==> src/hdl/stht_pkg.sv <==
// Shared types and constants for the segment/triangle hit test.
`timescale 1ns / 1ps

package stht_pkg;

    // Point slots: segment start, segment end, then the three vertices
    localparam int NUM_PTS   = 5;
    localparam int NUM_EDGES = 3;
    localparam int NUM_CROSS = 9;

    typedef logic [2:0] t_pt_idx;

    localparam t_pt_idx PT_S  = 3'd0;
    localparam t_pt_idx PT_E  = 3'd1;
    localparam t_pt_idx PT_V0 = 3'd2;
    localparam t_pt_idx PT_V1 = 3'd3;
    localparam t_pt_idx PT_V2 = 3'd4;

    // First slot of each group of three cross products in the table
    localparam int X_SEG_VERT  = 0;   // orient(S, E, Vj)
    localparam int X_EDGE_S    = 3;   // orient(Vi, Vi+1, S)
    localparam int X_EDGE_E    = 6;   // orient(Vi, Vi+1, E)

    // Turn p -> q -> r, sign of (q - p) x (r - q)
    typedef struct packed {
        t_pt_idx p;
        t_pt_idx q;
        t_pt_idx r;
    } t_tri;

    localparam t_tri CROSS_PTS [NUM_CROSS] = '{
        '{PT_S,  PT_E,  PT_V0},
        '{PT_S,  PT_E,  PT_V1},
        '{PT_S,  PT_E,  PT_V2},
        '{PT_V0, PT_V1, PT_S },
        '{PT_V1, PT_V2, PT_S },
        '{PT_V2, PT_V0, PT_S },
        '{PT_V0, PT_V1, PT_E },
        '{PT_V1, PT_V2, PT_E },
        '{PT_V2, PT_V0, PT_E }
    };

    // Sign of a cross product; zero always has neg clear, so == compares signs
    typedef struct packed {
        logic neg;
        logic zro;
    } t_sgn;

endpackage

==> src/hdl/stht_decide.sv <==
// Orientation signs, edge crossing / touch tests and the strict-inside test.
`timescale 1ns / 1ps

module stht_decide #(
    parameter int COORD_BITS = 16
) (
    input  logic signed [COORD_BITS-1:0]     i_px     [stht_pkg::NUM_PTS],
    input  logic signed [COORD_BITS-1:0]     i_py     [stht_pkg::NUM_PTS],
    input  logic signed [2*COORD_BITS+1:0]   i_prod_a [stht_pkg::NUM_CROSS],
    input  logic signed [2*COORD_BITS+1:0]   i_prod_b [stht_pkg::NUM_CROSS],
    output logic                             o_hit
);

    localparam int PW = 2 * COORD_BITS + 2;
    localparam int SW = PW + 1;

    stht_pkg::t_sgn                   w_sgn      [stht_pkg::NUM_CROSS];
    logic [stht_pkg::NUM_EDGES-1:0]   w_edge_hit;
    logic                             w_inside;

    // m lies within [min(a,b), max(a,b)] on one axis
    function automatic logic between(
        input logic signed [COORD_BITS-1:0] a,
        input logic signed [COORD_BITS-1:0] b,
        input logic signed [COORD_BITS-1:0] m
    );
        return (m <= a || m <= b) && (m >= a || m >= b);
    endfunction

    // Exact sign of each cross product
    for (genvar k = 0; k < stht_pkg::NUM_CROSS; k++) begin : g_sign
        logic signed [SW-1:0] w_diff;

        assign w_diff       = SW'(i_prod_a[k]) - SW'(i_prod_b[k]);
        assign w_sgn[k].neg = w_diff[SW-1];
        assign w_sgn[k].zro = (w_diff == '0);
    end

    // Segment against each triangle edge Vi -> Vj
    for (genvar i = 0; i < stht_pkg::NUM_EDGES; i++) begin : g_edge
        localparam int J  = (i + 1) % stht_pkg::NUM_EDGES;
        localparam int VI = int'(stht_pkg::PT_V0) + i;
        localparam int VJ = int'(stht_pkg::PT_V0) + J;
        localparam int S  = int'(stht_pkg::PT_S);
        localparam int E  = int'(stht_pkg::PT_E);

        stht_pkg::t_sgn w_o1;
        stht_pkg::t_sgn w_o2;
        stht_pkg::t_sgn w_o3;
        stht_pkg::t_sgn w_o4;
        logic           w_cross;
        logic           w_touch;

        assign w_o1 = w_sgn[stht_pkg::X_SEG_VERT + i];
        assign w_o2 = w_sgn[stht_pkg::X_SEG_VERT + J];
        assign w_o3 = w_sgn[stht_pkg::X_EDGE_S + i];
        assign w_o4 = w_sgn[stht_pkg::X_EDGE_E + i];

        assign w_cross = (w_o1 != w_o2) && (w_o3 != w_o4);

        // Collinear endpoint inside the other segment's bounding box
        assign w_touch =
            (w_o1.zro && between(i_px[S], i_px[E], i_px[VI]) &&
                         between(i_py[S], i_py[E], i_py[VI])) ||
            (w_o2.zro && between(i_px[S], i_px[E], i_px[VJ]) &&
                         between(i_py[S], i_py[E], i_py[VJ])) ||
            (w_o3.zro && between(i_px[VI], i_px[VJ], i_px[S]) &&
                         between(i_py[VI], i_py[VJ], i_py[S])) ||
            (w_o4.zro && between(i_px[VI], i_px[VJ], i_px[E]) &&
                         between(i_py[VI], i_py[VJ], i_py[E]));

        assign w_edge_hit[i] = w_cross || w_touch;
    end

    // Start point strictly left of every triangle edge (counterclockwise triangle)
    always_comb begin
        w_inside = 1'b1;
        for (int i = 0; i < stht_pkg::NUM_EDGES; i++) begin
            w_inside = w_inside && !w_sgn[stht_pkg::X_EDGE_S + i].neg &&
                       !w_sgn[stht_pkg::X_EDGE_S + i].zro;
        end
    end

    assign o_hit = (|w_edge_hit) || w_inside;

endmodule

==> config.mk <==
export PLATFORM = sky130hd
export DESIGN_NAME = stht_decide
export DESIGN_NICKNAME = d
export VERILOG_FILES = /design/src/hdl/stht_pkg.sv /design/src/hdl/stht_decide.sv
export SDC_FILE = /design/constraint.sdc
export NUM_CORES = 1
export LEC_CHECK = 0
export ABC_CLOCK_PERIOD_IN_PS = 11680
export BUFFER_PORTS_ARGS = -buffer_cell sky130_fd_sc_hd__buf_2
export CAP_MARGIN = 30
export CELL_PAD_IN_SITES_DETAIL_PLACEMENT = 1
export CELL_PAD_IN_SITES_GLOBAL_PLACEMENT = 1
export CORE_AREA = 8 8 297 299
export DETAILED_ROUTE_END_ITERATION = 7
export DIE_AREA = 0 0 305 307
export GPL_TIMING_DRIVEN = 0
export PLACE_DENSITY_LB_ADDON = 0.05
export SLEW_MARGIN = 20
export SYNTH_ARGS = -nofsm -noshare
export SYNTH_HDL_FRONTEND = slang
export SYNTH_SLANG_ARGS = --single-unit
export TNS_END_PERCENT = 10
==> constraint.sdc <==
create_clock -name vclk -period 11.68
set_clock_uncertainty 0.2 [all_clocks]
set_input_delay 0.584 -clock vclk [all_inputs]
set_output_delay 0.584 -clock vclk [all_outputs]
set_load 0.02 [all_outputs]
Word level (Yosys, flattened, before mapping)
Cells that the tools add are included.
{ "op_classes": {"div_mod_pow": 0, "n_shift": 0, "n_reduce_logical": 109, "add_sub_neg": 9, "multipliers": 0, "n_mux": 0, "n_bitwise": 0, "n_eq_ne": 6, "n_lt_le_gt_ge": 48} }
{ "ops": {"columns": ["operator", "n"], "rows": [
  [">= comparator 16 bit", 24],
  ["less-or-equal comparator 16 bit", 24],
  ["zero test 35 bit", 9],
  ["subtractor 34 x 34 -> 35 bit", 9],
  ["logical OR 1 bit", 49],
  ["logical AND 1 bit", 44],
  ["inequality test 2 bit", 6],
  ["zero test 1 bit", 6],
  ["OR reduction 3 bit", 1]
]} }
{ "totals": {"ramBits": 0, "word_cells": 172, "in_bits": 772, "latchBits": 0, "memories": 0, "out_inout_bits": 1, "romBits": 0, "register_bits": 0} }

Longest topological paths before layout
{ "logic_depth": {"word_depth": 11, "ltp_mapped": 16, "ltp_nobuf": 15} }

Worst setup path before layout
No wires, ideal clock.
{ "synth_timing": {"kind": "input to output", "start": "input port i_prod_b[179] (netlist bit)", "end": "output port o_hit", "arrival_ns": 3.796, "cell_stages": 16, "setup_slack_ns": 7.100, "n_path_buf": 1, "cell_sequence": "inv_1 -> ha_1 -> clkbuf_1 -> nand2_1 -> o32ai_2 -> nand3_1 -> a41o_1 -> a211oi_1 -> nor2_1 -> xnor2_1 -> or4_1 -> nor4_2 -> nand4b_1 -> o221a_1 -> and4_1 -> o211ai_2"} }
{ "synth_between": {"elab_chain_len": 9} }
{ "synth_lines": {"columns": ["element", "line", "rtl"], "rows": [
  ["start, declared", "stht_decide.sv:10", "input logic signed [2*COORD_BITS+1:0] i_prod_b [stht_pkg::NUM_CROSS],"],
  ["subtractor 34 x 34 -> 35 bit (*)", "stht_decide.sv:34", "assign w_diff = SW'(i_prod_a[k]) - SW'(i_prod_b[k]);"],
  ["zero test 35 bit", "stht_decide.sv:36", "assign w_sgn[k].zro = (w_diff == '0);"],
  ["logical AND 1 bit / zero test 1 bit (equally long branches)", "stht_decide.sv:67, stht_decide.sv:80", null],
  ["logical AND 1 bit, on equally long branches", "stht_decide.sv:67, stht_decide.sv:79", null],
  ["logical OR 1 bit / logical AND 1 bit (equally long branches)", "stht_decide.sv:66, stht_decide.sv:79", null],
  ["logical OR 1 bit / logical AND 1 bit (equally long branches)", "stht_decide.sv:68, stht_decide.sv:79", null],
  ["logical OR 1 bit / logical AND 1 bit (equally long branches)", "stht_decide.sv:72, stht_decide.sv:79", null],
  ["OR reduction 3 bit / logical AND 1 bit (equally long branches)", "stht_decide.sv:84, stht_decide.sv:79", null],
  ["logical OR 1 bit (*)", "stht_decide.sv:84", "assign o_hit = (|w_edge_hit) || w_inside;"],
  ["end, declared", "stht_decide.sv:11", "output logic o_hit"]
]} }
Mark *: on every way between the ends. The rest lies on a longest branch, timed or not.

Worst setup path after layout
{ "layout_timing": {"start": "input port i_prod_a[108] (netlist bit)", "end": "output port o_hit"} }
{ "layout_between": {"elab_chain_len": 9} }
{ "layout_lines": {"columns": ["element", "line", "rtl"], "rows": [
  ["start, declared", "stht_decide.sv:9", "input logic signed [2*COORD_BITS+1:0] i_prod_a [stht_pkg::NUM_CROSS],"],
  ["subtractor 34 x 34 -> 35 bit (*)", "stht_decide.sv:34", null],
  ["zero test 35 bit", "stht_decide.sv:36", null],
  ["logical AND 1 bit (2 in series)", "stht_decide.sv:67", "(w_o3.zro && between(i_px[VI], i_px[VJ], i_px[S]) &&"],
  ["logical OR 1 bit", "stht_decide.sv:66", "between(i_py[S], i_py[E], i_py[VJ])) ||"],
  ["logical OR 1 bit", "stht_decide.sv:68", "between(i_py[VI], i_py[VJ], i_py[S])) ||"],
  ["logical OR 1 bit", "stht_decide.sv:72", "assign w_edge_hit[i] = w_cross || w_touch;"],
  ["OR reduction 3 bit", "stht_decide.sv:84", null],
  ["logical OR 1 bit (*)", "stht_decide.sv:84", null]
]} }
Marked as above.

==> reports/qor.csv <==
stage;metric;value;unit
synthesis;synth_nets;5410;
sta;worst_slew_pin_slew;0.967;ns
layout;fin_area;32200;um^2
synthesis;synth_warnings;0;
sta;maxSlewHeadroom;34.7;%
pwr;power.share.sequential;0;%
global_routing;grt-ovfl-total;0;
die;top_level_ports;773;
clocking;cts_resized;0;
layout;num-nets-final;6187;
synthesis;yosys.area.top_type_share;23.2;%
global_routing;grt_pass1_vias;34683;
synthesis;yosysSeqAreaShare;0;%
hold_path;hp-class;in2out;
sta;fin_crit;6.18;ns
pwr;switching_power;1.02;mW
pwr;combPwrFrac;100.0;%
clocking;ctsHoldBuffers;0;
die;fp.dieH;307;um
sta;drv_slew;0;
die;design.core.area;83200;um^2
worst_setup_path;cp_top_family;compound AO/OA/AOI/OAI gates;
die;fp.dieW;305;um
routing;ant_nets;0;
sta;fin_crit_sh;52.9;%
routing;vias;34401;
sta;finalHoldViolCount;0;
worst_setup_path;cp_max_fo;7;
place;place_area;32100;um^2
die;rows;106;
pwr;ir_drop;0.0000220;V
pwr;switching_share;60.8;%
layout;instances_no_fill;6041;
die;start_util;32.2;%
place;dp_cells;5995;
worst_setup_path;crit_required;10.90;ns
global_routing;grt_start_max_net_pins;11;
pwr;power;1.68;mW
sta;fin_tns_setup;0;ns
place;io_buffers;773;
worst_setup_path;worst_setup_path_end_kind;primary output;
sta;setup_viol;0;
layout;multi_input_area;24200;um^2
global_routing;antenna_found_initial;77;
run;drv_cap;0;
worst_setup_path;crit_type;in2out;
routing;drc;0;
synthesis;synth_top_area_cell;ha_1;
layout;fillers;11188;
worst_setup_path;max_stage_delay;0.84;ns
layout;drive_gt1_share;18.0;%
pwr;pwr-share-clk;0;%
routing;firstDrtPassIters;5;
run_status;outcome;complete, no violations;
place;dp_hpwl;120000;um
sta;rsz0062_at_grt;false;
synthesis;synth_common_cells;517 x inv_1, 498 x ha_1, 413 x a21oi_1;
layout;regArea;0;um^2
sta;timing.fmax;0.162;GHz
synthesis;synth_cells;4140;
die;die_area;93600;um^2
synthesis;synth.cell_area;26800;um^2
pwr;p_int;0.657;mW
routing;viasPerCell;5.69;
sta;hold_slack;1.99;ns
worst_setup_path;critPathSlowestCell;nor4bb_1;
global_routing;gr-usage-all-layers;26.4;%
routing;drtIter0Drc;1842;
routing;wl;133000;um
synthesis;synth_most_common_cell;inv_1;
routing;wl_per_cell;22.0;um
worst_setup_path;cp-start-kind;input port;
layout;area_delta_synth_final;20.0;%
synthesis;ys_top_cells_by_area;ha_1 23%, a21oi_1 7.7%, inv_1 7.2%, nand2_1 5.2%, o21ai_0 4.5%;
pwr;p_leak;15.9;nW
synthesis;synth.avg_cell_area;6.48;um^2
layout;clock_buffers;0;
layout;seq_cell_count;0;
worst_setup_path;cp.arrival;5.39;ns
synthesis;synthDistinctLibCells;112;
worst_setup_path;crit_buf_inv;2;
clocking;cts_setup_buffers;0;
global_routing;grt_first_pass_wirelength;201000;um
worst_setup_path;cp_cell_sequence;buf_2, ha_1, and3_1, o211ai_1, a2111oi_0, o211ai_1, o21ai_1, and2_1, o21ai_1, or3_1, nor4bb_1, a222oi_1, o2111a_1, and4_1, o211ai_2, buf_2;
pwr;power_density;52.1;nW/um^2
place;routabilityCongestion;0.943;
-- cell type report --
cell class / instances / area share, %
multi-input combinational: 3472 / 75.4
timing repair buffer: 775 / 12.1
inverter: 518 / 6.04
tap: 1080 / 4.20
buffer: 150 / 1.96
antenna: 46 / 0.358
-- worst paths after layout --
kind	startpoint	to	slack [ns]	cells after the start
setup / recovery	i_prod_a[108]	o_hit	5.50	16
hold / removal	i_prod_a[101]	o_hit	1.99	6
-- metrics by stage --
stage,setup slack (ns),utilization [%]
floorplan,7.10,-
global placement,5.10,38.5
detailed placement,5.57,38.5
CTS,5.55,38.5
global route,5.32,38.6
finish,5.50,38.7
-- layer usage --
metal / global-route usage, % / up-vias / wire length (um)
met3: 3.75 / 159 / 7020
met4: 6.27 / 32 / 3010
met5: 0 / - / 209
met1: 33.2 / 16422 / 57800
met2: 47.1 / 899 / 64800
li1: - / 16889 / -
-- placed cells by master, fill, tap and decap left out, drive strengths merged, types with 90 or more instances in the layout --
master	n
buf	799
nor2	287
nand4	143
a21oi	416
inv	518
ha	498
clkbuf	126
xnor2	90
nand2	370
nand3	118
o21ai	269
-- power by group through the flow --
stage	clock network, mW	registers [mW]	logic [mW]
floorplan	0	0	1.11
global placement	0	0	1.64
detailed placement	0	0	1.65
CTS	0	0	1.67
global route	0.000000276	0	1.86
finish	0.000000530	0	1.68
-- logic make-up after synthesis --
kind of cell	after synthesis	share of synthesized area (%)
simple gates	1404	26.8
compound gates	1366	33.4
buf+inv	668	9.61
fa+ha+maj	498	23.2
xor+xnor	161	5.26
mux	43	1.67
Note: power is estimated with default switching activity, not from simulation.
